**src/hw/rtl/bprc_pkg.sv**
```systemverilog
`default_nettype none

package bprc_pkg;

  localparam logic [31:0] PAT_LBA_MUL = 32'd2654435761;
  localparam logic [31:0] PAT_OFF_MUL = 32'd40503;
  localparam logic [31:0] PAT_SEED    = 32'h0000_00A5;
  localparam int          PAT_SHIFT   = 13;

  localparam logic [31:0] CNT_MAX = 32'hFFFF_FFFF;

  localparam int          CFG_IDX_W     = 2;
  localparam logic [1:0]  CFG_START_LBA = 2'd0;
  localparam logic [1:0]  CFG_BLOCK_SIZE = 2'd1;
  localparam logic [1:0]  CFG_RUN_BLOCKS = 2'd2;

  localparam logic [31:0] START_LBA_RST  = 32'd0;
  localparam logic [15:0] BLOCK_SIZE_RST = 16'd512;
  localparam logic [15:0] RUN_BLOCKS_RST = 16'd1;

  localparam int          Q_DEPTH_DEF = 4;

  typedef struct packed {
    logic [7:0]  expected_byte;
    logic        byte_differs;
    logic        run_end;
    logic        length_error;
    logic [31:0] position;
  } q_item_t;

  typedef struct packed {
    logic    push;
    q_item_t item;
  } q_push_t;

endpackage

`default_nettype wire

```
**src/hw/rtl/bprc_if.sv**
```systemverilog
`default_nettype none

interface bprc_in_if;
  logic       valid;
  logic       ready;
  logic [7:0] read_byte;
  logic       run_end;

  modport source (output valid, output read_byte, output run_end, input ready);
  modport sink (input valid, input read_byte, input run_end, output ready);
endinterface

interface bprc_out_if;
  logic        valid;
  logic        ready;
  logic [7:0]  expected_byte;
  logic        byte_differs;
  logic        run_done;
  logic        length_error;
  logic [31:0] run_mismatch_count;
  logic [31:0] first_bad_offset;
  logic [31:0] total_mismatch_count;
  logic        run_passed;

  modport source (output valid, output expected_byte, output byte_differs, output run_done,
                  output length_error, output run_mismatch_count, output first_bad_offset,
                  output total_mismatch_count, output run_passed, input ready);
  modport sink (input valid, input expected_byte, input byte_differs, input run_done,
                input length_error, input run_mismatch_count, input first_bad_offset,
                input total_mismatch_count, input run_passed, output ready);
endinterface

interface bprc_cfg_if;
  logic        valid;
  logic        ready;
  logic [1:0]  idx;
  logic [31:0] wdata;

  modport source (output valid, output idx, output wdata, input ready);
  modport sink (input valid, input idx, input wdata, output ready);
endinterface

`default_nettype wire

```
**src/hw/rtl/bprc_front.sv**
```systemverilog
`default_nettype none

module bprc_front
  import bprc_pkg::*;
#(
  parameter int QDepth = Q_DEPTH_DEF
) (
  input  wire logic                        clk,
  input  wire logic                        rst_n,
  bprc_in_if.sink                          in_ch,
  bprc_cfg_if.sink                         cfg_ch,
  input  wire logic [$clog2(QDepth+1)-1:0] q_count,
  output q_push_t                          q_wr
);

  localparam int CW = $clog2(QDepth + 1);

  logic [31:0] start_lba_r;
  logic [15:0] block_size_r;
  logic [15:0] run_blocks_r;
  logic [31:0] want_r;

  logic [15:0] block_idx_r;
  logic [15:0] offset_r;
  logic [31:0] bytes_seen_r;

  logic        s1_v_r;
  logic [31:0] s1_lba_r;
  logic [15:0] s1_off_r;
  logic [7:0]  s1_rd_r;
  logic        s1_end_r;
  logic [31:0] s1_pos_r;
  logic [31:0] s1_cnt_r;

  logic        s2_v_r;
  logic [31:0] s2_m1_r;
  logic [31:0] s2_m2_r;
  logic [7:0]  s2_rd_r;
  logic        s2_end_r;
  logic        s2_len_err_r;
  logic [31:0] s2_pos_r;

  logic        accept;
  logic [CW:0] in_use;
  logic [31:0] cnt_nxt;
  logic [15:0] off_inc;
  logic [15:0] offset_nxt;
  logic [15:0] block_idx_nxt;
  logic [31:0] lba_prod;
  logic [31:0] off_prod;
  logic [31:0] pat_v;
  logic [31:0] pat_mix;
  logic [7:0]  exp_byte;

  assign in_use       = {1'b0, q_count} + (CW+1)'(s1_v_r) + (CW+1)'(s2_v_r);
  assign in_ch.ready  = (in_use < (CW+1)'(QDepth));
  assign accept       = in_ch.valid && in_ch.ready;
  assign cfg_ch.ready = 1'b1;

  assign cnt_nxt = (bytes_seen_r == CNT_MAX) ? CNT_MAX : bytes_seen_r + 32'd1;
  assign off_inc = offset_r + 16'd1;

  always_comb begin
    offset_nxt    = off_inc;
    block_idx_nxt = block_idx_r;
    if (off_inc == block_size_r) begin
      offset_nxt    = 16'd0;
      block_idx_nxt = block_idx_r + 16'd1;
    end
  end

  always_ff @(posedge clk) begin
    if (!rst_n) begin
      start_lba_r  <= START_LBA_RST;
      block_size_r <= BLOCK_SIZE_RST;
      run_blocks_r <= RUN_BLOCKS_RST;
      want_r       <= 32'(RUN_BLOCKS_RST) * 32'(BLOCK_SIZE_RST);
      block_idx_r  <= 16'd0;
      offset_r     <= 16'd0;
      bytes_seen_r <= 32'd0;
      s1_v_r       <= 1'b0;
      s2_v_r       <= 1'b0;
    end else begin
      want_r <= {16'h0000, run_blocks_r} * {16'h0000, block_size_r};
      if (cfg_ch.valid) begin
        case (cfg_ch.idx)
          CFG_START_LBA:  start_lba_r  <= cfg_ch.wdata;
          CFG_BLOCK_SIZE: block_size_r <= cfg_ch.wdata[15:0];
          CFG_RUN_BLOCKS: run_blocks_r <= cfg_ch.wdata[15:0];
          default: ;
        endcase
      end
      if (accept) begin
        if (in_ch.run_end) begin
          block_idx_r  <= 16'd0;
          offset_r     <= 16'd0;
          bytes_seen_r <= 32'd0;
        end else begin
          block_idx_r  <= block_idx_nxt;
          offset_r     <= offset_nxt;
          bytes_seen_r <= cnt_nxt;
        end
      end
      s1_v_r <= accept;
      s2_v_r <= s1_v_r;
    end
  end

  always_ff @(posedge clk) begin
    if (accept) begin
      s1_lba_r <= start_lba_r + {16'h0000, block_idx_r};
      s1_off_r <= offset_r;
      s1_rd_r  <= in_ch.read_byte;
      s1_end_r <= in_ch.run_end;
      s1_pos_r <= bytes_seen_r;
      s1_cnt_r <= cnt_nxt;
    end
  end

  assign lba_prod = s1_lba_r * PAT_LBA_MUL;
  assign off_prod = {16'h0000, s1_off_r} * PAT_OFF_MUL;

  always_ff @(posedge clk) begin
    if (s1_v_r) begin
      s2_m1_r      <= lba_prod;
      s2_m2_r      <= off_prod;
      s2_rd_r      <= s1_rd_r;
      s2_end_r     <= s1_end_r;
      s2_len_err_r <= s1_end_r && (s1_cnt_r != want_r);
      s2_pos_r     <= s1_pos_r;
    end
  end

  assign pat_v    = s2_m1_r + s2_m2_r + PAT_SEED;
  assign pat_mix  = (pat_v >> PAT_SHIFT) ^ pat_v;
  assign exp_byte = pat_mix[7:0];

  assign q_wr.push               = s2_v_r;
  assign q_wr.item.expected_byte = exp_byte;
  assign q_wr.item.byte_differs  = (s2_rd_r != exp_byte);
  assign q_wr.item.run_end       = s2_end_r;
  assign q_wr.item.length_error  = s2_len_err_r;
  assign q_wr.item.position      = s2_pos_r;

endmodule

`default_nettype wire

```
**src/hw/rtl/bprc_fifo.sv**
```systemverilog
`default_nettype none

module bprc_fifo
  import bprc_pkg::*;
#(
  parameter int QDepth = Q_DEPTH_DEF
) (
  input  wire logic                        clk,
  input  wire logic                        rst_n,
  input  wire q_push_t                     q_wr,
  input  wire logic                        pop,
  output q_item_t                          head,
  output logic [$clog2(QDepth+1)-1:0]      count
);

  localparam int CW = $clog2(QDepth + 1);
  localparam int AW = (QDepth > 1) ? $clog2(QDepth) : 1;

  q_item_t       mem_r [QDepth];
  logic [AW-1:0] wr_ptr_r;
  logic [AW-1:0] rd_ptr_r;
  logic [CW-1:0] count_r;

  function automatic logic [AW-1:0] ptr_inc(input logic [AW-1:0] p);
    logic [AW-1:0] r;
    r = (p == AW'(QDepth - 1)) ? '0 : p + AW'(1);
    return r;
  endfunction

  assign head  = mem_r[rd_ptr_r];
  assign count = count_r;

  always_ff @(posedge clk) begin
    if (!rst_n) begin
      wr_ptr_r <= '0;
      rd_ptr_r <= '0;
      count_r  <= '0;
    end else begin
      if (q_wr.push) begin
        wr_ptr_r <= ptr_inc(wr_ptr_r);
      end
      if (pop) begin
        rd_ptr_r <= ptr_inc(rd_ptr_r);
      end
      if (q_wr.push && !pop) begin
        count_r <= count_r + CW'(1);
      end else if (pop && !q_wr.push) begin
        count_r <= count_r - CW'(1);
      end
    end
  end

  always_ff @(posedge clk) begin
    if (q_wr.push) begin
      mem_r[wr_ptr_r] <= q_wr.item;
    end
  end

endmodule

`default_nettype wire

```
**src/hw/rtl/bprc_back.sv**
```systemverilog
`default_nettype none

module bprc_back
  import bprc_pkg::*;
(
  input  wire logic    clk,
  input  wire logic    rst_n,
  input  wire logic    q_valid,
  input  wire q_item_t head,
  output logic         pop,
  bprc_out_if.source   out_ch
);

  logic [31:0] run_mis_r;
  logic [31:0] first_bad_r;
  logic [31:0] total_r;
  logic        out_v_r;

  logic [7:0]  o_exp_r;
  logic        o_diff_r;
  logic        o_done_r;
  logic        o_len_err_r;
  logic [31:0] o_run_mis_r;
  logic [31:0] o_first_bad_r;
  logic [31:0] o_total_r;
  logic        o_passed_r;

  logic [31:0] run_mis_nxt;
  logic [31:0] first_bad_nxt;
  logic [32:0] tot_sum;
  logic [31:0] total_nxt;
  logic        passed;

  assign pop = q_valid && (!out_v_r || out_ch.ready);

  always_comb begin
    run_mis_nxt   = run_mis_r;
    first_bad_nxt = first_bad_r;
    if (head.byte_differs) begin
      run_mis_nxt = (run_mis_r == CNT_MAX) ? CNT_MAX : run_mis_r + 32'd1;
      if (run_mis_r == 32'd0) begin
        first_bad_nxt = head.position;
      end
    end
  end

  assign tot_sum   = {1'b0, total_r} + {1'b0, run_mis_nxt};
  assign total_nxt = (head.run_end && !head.length_error) ?
                     (tot_sum[32] ? CNT_MAX : tot_sum[31:0]) : total_r;
  assign passed    = head.run_end && !head.length_error && (run_mis_nxt == 32'd0);

  always_ff @(posedge clk) begin
    if (!rst_n) begin
      run_mis_r   <= 32'd0;
      first_bad_r <= 32'd0;
      total_r     <= 32'd0;
      out_v_r     <= 1'b0;
    end else begin
      if (pop) begin
        out_v_r <= 1'b1;
        total_r <= total_nxt;
        if (head.run_end) begin
          run_mis_r   <= 32'd0;
          first_bad_r <= 32'd0;
        end else begin
          run_mis_r   <= run_mis_nxt;
          first_bad_r <= first_bad_nxt;
        end
      end else if (out_ch.ready) begin
        out_v_r <= 1'b0;
      end
    end
  end

  always_ff @(posedge clk) begin
    if (pop) begin
      o_exp_r       <= head.expected_byte;
      o_diff_r      <= head.byte_differs;
      o_done_r      <= head.run_end;
      o_len_err_r   <= head.length_error;
      o_run_mis_r   <= run_mis_nxt;
      o_first_bad_r <= first_bad_nxt;
      o_total_r     <= total_nxt;
      o_passed_r    <= passed;
    end
  end

  assign out_ch.valid                = out_v_r;
  assign out_ch.expected_byte        = o_exp_r;
  assign out_ch.byte_differs         = o_diff_r;
  assign out_ch.run_done             = o_done_r;
  assign out_ch.length_error         = o_len_err_r;
  assign out_ch.run_mismatch_count   = o_run_mis_r;
  assign out_ch.first_bad_offset     = o_first_bad_r;
  assign out_ch.total_mismatch_count = o_total_r;
  assign out_ch.run_passed           = o_passed_r;

endmodule

`default_nettype wire

```
**src/hw/rtl/block_pattern_readback_checker_top.sv**
```systemverilog
// Read-back pattern checker.
// Items of read-back bytes enter on in_ch, each with a run_end flag on the last
// byte of a run. Every item yields one result item on out_ch with the expected
// pattern byte, a mismatch flag, the run mismatch count, the first bad offset,
// the total mismatch count and, on the last byte, the length and pass status.
// Registers start_lba, block_size and run_blocks are written on cfg_ch at
// indexes 0, 1 and 2; cfg_ch is always ready and writes apply from the next item.
// The front tracks block and offset and computes the pattern in pipeline stages
// s1 and s2, with the two pattern products in one register stage; the back keeps
// the counters. A result goes through s1, s2, the queue and the output register;
// at the default QDepth one item per cycle is sustained while out_ch is ready.
// A queue of QDepth entries sits between front and back; in_ch.ready drops when
// the queue and the front pipeline together hold QDepth items, so a stalled
// receiver holds the output register and then the queue fills. Reset is
// synchronous: registers return to 0, 512 and 1, all counters clear.
`default_nettype none

module block_pattern_readback_checker_top
  import bprc_pkg::*;
#(
  parameter int QDepth = Q_DEPTH_DEF
) (
  input  wire logic  clk,
  input  wire logic  rst_n,
  bprc_in_if.sink    in_ch,
  bprc_cfg_if.sink   cfg_ch,
  bprc_out_if.source out_ch
);

  localparam int CW = $clog2(QDepth + 1);

  q_push_t       q_wr;
  q_item_t       q_head;
  logic [CW-1:0] q_count;
  logic          q_pop;

  bprc_front #(.QDepth(QDepth)) u_front (
    .clk     (clk),
    .rst_n   (rst_n),
    .in_ch   (in_ch),
    .cfg_ch  (cfg_ch),
    .q_count (q_count),
    .q_wr    (q_wr)
  );

  bprc_fifo #(.QDepth(QDepth)) u_fifo (
    .clk   (clk),
    .rst_n (rst_n),
    .q_wr  (q_wr),
    .pop   (q_pop),
    .head  (q_head),
    .count (q_count)
  );

  bprc_back u_back (
    .clk     (clk),
    .rst_n   (rst_n),
    .q_valid (q_count != '0),
    .head    (q_head),
    .pop     (q_pop),
    .out_ch  (out_ch)
  );

  a_no_overflow: assert property (@(posedge clk) disable iff (!rst_n)
    q_wr.push && (q_count == CW'(QDepth)) |-> q_pop)
    else $error("queue written while full");

  a_len_err_at_end: assert property (@(posedge clk) disable iff (!rst_n)
    out_ch.valid && out_ch.length_error |-> out_ch.run_done)
    else $error("length error outside run end");

  a_passed_clean: assert property (@(posedge clk) disable iff (!rst_n)
    out_ch.valid && out_ch.run_passed |->
      !out_ch.length_error && (out_ch.run_mismatch_count == 32'd0))
    else $error("run passed with errors");

  a_first_bad_needs_miss: assert property (@(posedge clk) disable iff (!rst_n)
    out_ch.valid && (out_ch.first_bad_offset != 32'd0) |->
      (out_ch.run_mismatch_count != 32'd0))
    else $error("first bad offset set without mismatch");

endmodule

`default_nettype wire

```
**src/flat_wrapper.sv**
```systemverilog
// flat-port wrapper written by rule: the top's interface ports become plain ports
module block_pattern_readback_checker_top_flat import bprc_pkg::*;
#(
  parameter int QDepth = Q_DEPTH_DEF
)
  (clk, rst_n, in_ch_valid, in_ch_read_byte, in_ch_run_end, in_ch_ready, cfg_ch_valid, cfg_ch_idx, cfg_ch_wdata, cfg_ch_ready, out_ch_valid, out_ch_expected_byte, out_ch_byte_differs, out_ch_run_done, out_ch_length_error, out_ch_run_mismatch_count, out_ch_first_bad_offset, out_ch_total_mismatch_count, out_ch_run_passed, out_ch_ready);
  bprc_in_if in_ch_i ();
  bprc_cfg_if cfg_ch_i ();
  bprc_out_if out_ch_i ();
  input  wire logic clk;
  input  wire logic rst_n;
  input wire logic [$bits(in_ch_i.valid)-1:0] in_ch_valid;
  input wire logic [$bits(in_ch_i.read_byte)-1:0] in_ch_read_byte;
  input wire logic [$bits(in_ch_i.run_end)-1:0] in_ch_run_end;
  output wire logic [$bits(in_ch_i.ready)-1:0] in_ch_ready;
  input wire logic [$bits(cfg_ch_i.valid)-1:0] cfg_ch_valid;
  input wire logic [$bits(cfg_ch_i.idx)-1:0] cfg_ch_idx;
  input wire logic [$bits(cfg_ch_i.wdata)-1:0] cfg_ch_wdata;
  output wire logic [$bits(cfg_ch_i.ready)-1:0] cfg_ch_ready;
  output wire logic [$bits(out_ch_i.valid)-1:0] out_ch_valid;
  output wire logic [$bits(out_ch_i.expected_byte)-1:0] out_ch_expected_byte;
  output wire logic [$bits(out_ch_i.byte_differs)-1:0] out_ch_byte_differs;
  output wire logic [$bits(out_ch_i.run_done)-1:0] out_ch_run_done;
  output wire logic [$bits(out_ch_i.length_error)-1:0] out_ch_length_error;
  output wire logic [$bits(out_ch_i.run_mismatch_count)-1:0] out_ch_run_mismatch_count;
  output wire logic [$bits(out_ch_i.first_bad_offset)-1:0] out_ch_first_bad_offset;
  output wire logic [$bits(out_ch_i.total_mismatch_count)-1:0] out_ch_total_mismatch_count;
  output wire logic [$bits(out_ch_i.run_passed)-1:0] out_ch_run_passed;
  input wire logic [$bits(out_ch_i.ready)-1:0] out_ch_ready;
  assign in_ch_i.valid = in_ch_valid;
  assign in_ch_i.read_byte = in_ch_read_byte;
  assign in_ch_i.run_end = in_ch_run_end;
  assign in_ch_ready = in_ch_i.ready;
  assign cfg_ch_i.valid = cfg_ch_valid;
  assign cfg_ch_i.idx = cfg_ch_idx;
  assign cfg_ch_i.wdata = cfg_ch_wdata;
  assign cfg_ch_ready = cfg_ch_i.ready;
  assign out_ch_valid = out_ch_i.valid;
  assign out_ch_expected_byte = out_ch_i.expected_byte;
  assign out_ch_byte_differs = out_ch_i.byte_differs;
  assign out_ch_run_done = out_ch_i.run_done;
  assign out_ch_length_error = out_ch_i.length_error;
  assign out_ch_run_mismatch_count = out_ch_i.run_mismatch_count;
  assign out_ch_first_bad_offset = out_ch_i.first_bad_offset;
  assign out_ch_total_mismatch_count = out_ch_i.total_mismatch_count;
  assign out_ch_run_passed = out_ch_i.run_passed;
  assign out_ch_i.ready = out_ch_ready;
  block_pattern_readback_checker_top #(.QDepth(QDepth)) u_core (.clk(clk), .rst_n(rst_n), .in_ch(in_ch_i), .cfg_ch(cfg_ch_i), .out_ch(out_ch_i));
endmodule
```
**config.mk**
```make
export PLATFORM = sky130hd
export DESIGN_NAME = block_pattern_readback_checker_top_flat
export DESIGN_NICKNAME = d
export VERILOG_FILES = /design/src/hw/rtl/bprc_pkg.sv /design/src/hw/rtl/bprc_if.sv /design/src/hw/rtl/bprc_front.sv /design/src/hw/rtl/bprc_fifo.sv /design/src/hw/rtl/bprc_back.sv /design/src/hw/rtl/block_pattern_readback_checker_top.sv /design/src/flat_wrapper.sv
export SDC_FILE = /design/constraint.sdc
export NUM_CORES = 2
export LEC_CHECK = 0
export BUFFER_PORTS_ARGS = -buffer_cell sky130_fd_sc_hd__buf_4
export CORE_MARGIN = 1.5
export CORE_UTILIZATION = 64
export CTS_CLUSTER_DIAMETER = 40
export DETAILED_ROUTE_END_ITERATION = 10
export PLACE_DENSITY = 0.91
export SETUP_SLACK_MARGIN = 0.4
export SLEW_MARGIN = 40
export SYNTH_ARGS = -nofsm -noshare
export SYNTH_HDL_FRONTEND = slang
export SYNTH_SLANG_ARGS = --single-unit
```
**constraint.sdc**
```tcl
create_clock -name clk -period 8.23 [get_ports clk]
set_clock_uncertainty 0.15 [all_clocks]
set_input_delay 0.823 -clock clk [delete_from_list [all_inputs] [get_ports clk]]
set_output_delay 0.823 -clock clk [all_outputs]
set_load 0.1 [all_outputs]
```
==> impl_results.md <==
* Outcome: finished, final reports clean
* Crit path arrival time at 7.06 ns
* GRT Total Usage at 0.300
* Final Setup Violations at 0
* Cell taking the most area after synthesis: edfxtp_1
* Clock sinks at 731
* DR WL/cell at 20.6 um
* Slowest cell on the critical path: a2111oi_0
* Detailed Routing Iterations Pass 1 at 11
* Total grt overflow at 0
* Initial core utilization at 0.649
* Fin crit period at 6.67 ns
* H-tree depth at 3
* Seq cells post-synth at 731
* Worst setup EP type: register
* Drt drc at 0
* Asr flop ratio synth at 0
* Vias in the first global route at 33,400
* Final Routed Wirelength at roughly 110,000 um
* Post-CTS setup buffer count at 0
* CP peak stage delay at 0.69 ns
* Routability Congestion at ~0.9
* Final hold violation count at 0
* Cts bufs inserted at 85
* EDFF count, synth at ~470
* Peak VDD IR at 0.853 mV
* Die area at 74,500 um2
* WP data required at 8.62 ns
* Drt via density at 6.21
* Crit-path leading delay family: simple AND/OR/NAND/NOR gates
* Total number of vias at 33,300
* Area contributors post-synth: edfxtp_1 31%, fa_1 15%, dfxtp_1 11%
* Min-Delay Path Class: in2reg
* Layout cell share with drive strength beyond 1 at 0.0999
* Syn nets at 5,011
* Core box area at 71,900 um2
* Unrepaired setup endpoints after global routing: false
* Critical path fanouts, max at 37
* FP Rows at 98
* Clock Tree Buf Depth at 3
* Post-route clock period utilization at 0.811
* Crit path top cell by count: buf_4
* Clk_lat worst skew at 0.67 ns
* YS warnings at 0
* Post-Place Cells at between 5,000 and 6,000
* Largest net degree at the start of global routing at 89
* I/O pins at 159
* Most used DFF post-synth: edfxtp_1
* HPWL after detailed placement at 73,300 um
* Chip Height at 273 um
* I/O Buffers at 146
* Nets@finish at 5,095
* Number of gates resized after cts at 0
* Iteration-0 DRC Markers at 3,454
* Seq/Total Area, Yosys at 0.415
* Mapped Avg Cell Area at approximately 11 um2
* Global-route wire length before repair at 177,000 um
* CTS tree: built
* Max-Cap Viols at 0
* Power Dens Cells at 464 nW/um2
* Clk pin slew, worst setup/hold paths at 0.06 ns
* Number of antenna diodes at 0
* Critical path class: reg2reg
* Max Clk Rate at 150 MHz
* Post-route insts no fill at 5,356
* Setup TNS at 0 ns
* Cell Area, Synth at 46,600 um2
* Critical path launch point type: register
* Initial antenna violation count at 1
* Worst-margin pin slew at 0.916 ns
* Number of distinct library cells after synthesis at 79
* WP buf/inv at 3
* Die X at 273 um
* Cells after Synth at between 4,000 and 5,000
* Rel. slew slack at 0.389
* LEAKAGE at about 22 nW
* CP cell instances: and4_1 > and4_1 > nand3_1 > or4_1 > buf_4 > nand2_1 > ha_1 > a211o_1 > a2111oi_0 > o211ai_1 > nand3_1 > a21oi_1 > o41a_1 > a31oi_2 > buf_4 > and2_0 > buf_4 > a21oi_1
* Post-CTS Hold Buffers at 0
* Max Slew Vio Count at 0
* Clock root buffer master: clkbuf_16
* Synth top area share at 0.305
* Area growth syn-to-layout at 10.4%
* Post-route ant nets at 0
worst paths after layout:
| path | slack (ns) | startpoint | endpoint | cells past startpoint |
|---|---|---|---|---|
| max | 1.56 | u_core.u_back.run_mis_r[2] | u_core.u_back.total_r[0] | 18 |
| min | 0.20 | in_ch_read_byte[2] | u_core.u_front.s1_rd_r[2] | 1 |
| max reg2reg | 1.56 | u_core.u_back.run_mis_r[2] | u_core.u_back.total_r[0] | 18 |
| min reg2reg | 0.26 | u_core.u_front.s1_rd_r[3] | u_core.u_front.s2_rd_r[3] | 0 |
layout make-up:
type	instances	area [um2]
fillers	4487	20400
flip-flops and latches	731	19400
repair buffers	173	1320
clock inverters	55	658
multi-input cells	2807	24600
inverters	537	2030
well taps	950	1190
clock buffers	103	2280
stage by stage:
| step | utilization | power (mW) | instance area, um2 | hold WS, ns | setup slack (ns) |
|---|---|---|---|---|---|
| floorplan | - | 16.6 | 46600 | 0.250 | 2.05 |
| global placement | 0.675 | 19.3 | 48500 | 0.251 | 1.77 |
| detailed placement | 0.675 | 19.9 | 48500 | 0.255 | 1.66 |
| CTS | 0.716 | 24.0 | 51500 | 0.177 | 1.65 |
| global route | 0.717 | 25.5 | 51500 | 0.168 | 1.08 |
| finish | 0.717 | 23.9 | 51500 | 0.195 | 1.56 |
power breakdown:
part	switching, mW	internal (mW)	leakage (nW)
Clock	1.58	2.27	1.43
Sequential	0.398	5.51	6.59
Combinational	8.80	5.36	13.9
Total	10.8	13.1	21.9
cell usage after synthesis (10+ instances only):
cell,number
dfxtp_1,257
mux2_2,35
nand3_1,67
buf_2,10
nor2_1,240
and4_1,10
a22oi_1,77
edfxtp_1,474
a21o_1,49
fa_1,342
nor3_1,56
xnor2_1,178
o21a_1,17
and2_1,142
a211oi_1,17
ha_1,370
nor2b_1,11
a31oi_1,47
a21oi_1,245
and3_1,29
nand4_1,36
or3_1,21
nand2b_1,17
nand2_1,385
xor2_1,75
o21ai_0,109
nor4_1,18
clkbuf_1,158
nor3b_1,11
o21bai_1,15
inv_1,537
mux4_2,43
o22ai_1,11
placed cells by master, fill, tap and decap left out, types with 21 or more instances in the layout:
| cell type | synthesis | routed |
|---|---|---|
| dfxtp_1 | 257 | 249 |
| a31oi_1 | 47 | 47 |
| xor2_1 | 75 | 75 |
| ha_1 | 370 | 370 |
| buf_4 | 2 | 169 |
| edfxtp_1 | 474 | 474 |
| nand2_1 | 385 | 384 |
| a21oi_1 | 245 | 245 |
| o21ai_0 | 109 | 109 |
| nand4_1 | 36 | 36 |
| mux4_2 | 43 | 43 |
| nor3_1 | 56 | 55 |
| nand3_1 | 67 | 67 |
| a22oi_1 | 77 | 77 |
| xnor2_1 | 178 | 178 |
| fa_1 | 342 | 342 |
| mux2_2 | 35 | 35 |
| and2_1 | 142 | 137 |
| or3_1 | 21 | 21 |
| clkbuf_16 | 0 | 87 |
| and3_1 | 29 | 29 |
| a21o_1 | 49 | 48 |
| inv_1 | 537 | 534 |
| nor2_1 | 240 | 238 |
state kept, by name (all words and copies together) (netlist names), 32 cells and up, named ones only:
name and count:
u_core.u_back.total_r 32, u_core.u_front.bytes_seen_r 32, u_core.u_front.want_r 32, u_core.u_front.s1_cnt_r 32, u_core.u_front.s1_pos_r 32, u_core.u_fifo.mem_r 172, u_core.u_front.s2_pos_r 32, u_core.u_back.out_ch.total_mismatch_count 32
u_core.u_back.first_bad_r 32, u_core.u_back.run_mis_r 32, u_core.u_back.out_ch.run_mismatch_count 32, u_core.u_back.out_ch.first_bad_offset 32
cells by family (layout without fill, tap and decap cells):
kind of cell | count (synthesis) | after routing | share of synthesized area
and+or+nand+nor | 1079 | 1079 | 0.111
adders and majority gates | 712 | 712 | 0.246
xor gates and xnor gates | 255 | 255 | 0.0485
muxes | 85 | 85 | 0.0307
buffers and inverters | 713 | 868 | 0.0578
other | 1 | 1 | 0.0000804
AOI/OAI and AO/OA | 675 | 675 | 0.0905
DFF | 731 | 731 | 0.415
worst reg2reg max path: stages, from the launching register on:
cell and delay, ns:
dfxtp_1 0.62, and4_1 0.48, and4_1 0.30, nand3_1 0.23
or4_1 0.61, buf_4 0.27, nand2_1 0.16, ha_1 0.29
a211o_1 0.32, a2111oi_0 0.69, o211ai_1 0.28, nand3_1 0.30
a21oi_1 0.16, o41a_1 0.42, a31oi_2 0.22, buf_4 0.40
and2_0 0.20, buf_4 0.31, a21oi_1 0.15
routing by layer:
layer	global-route usage	up-vias	part of all wire
li1	-	14700	-
met1	0.380	16200	0.37
met2	0.499	1921	0.49
met3	0.0605	449	0.093
met4	0.135	2	0.047
met5	0	-	0.00012
No activity file was read; power rests on OpenSTA's default activity.
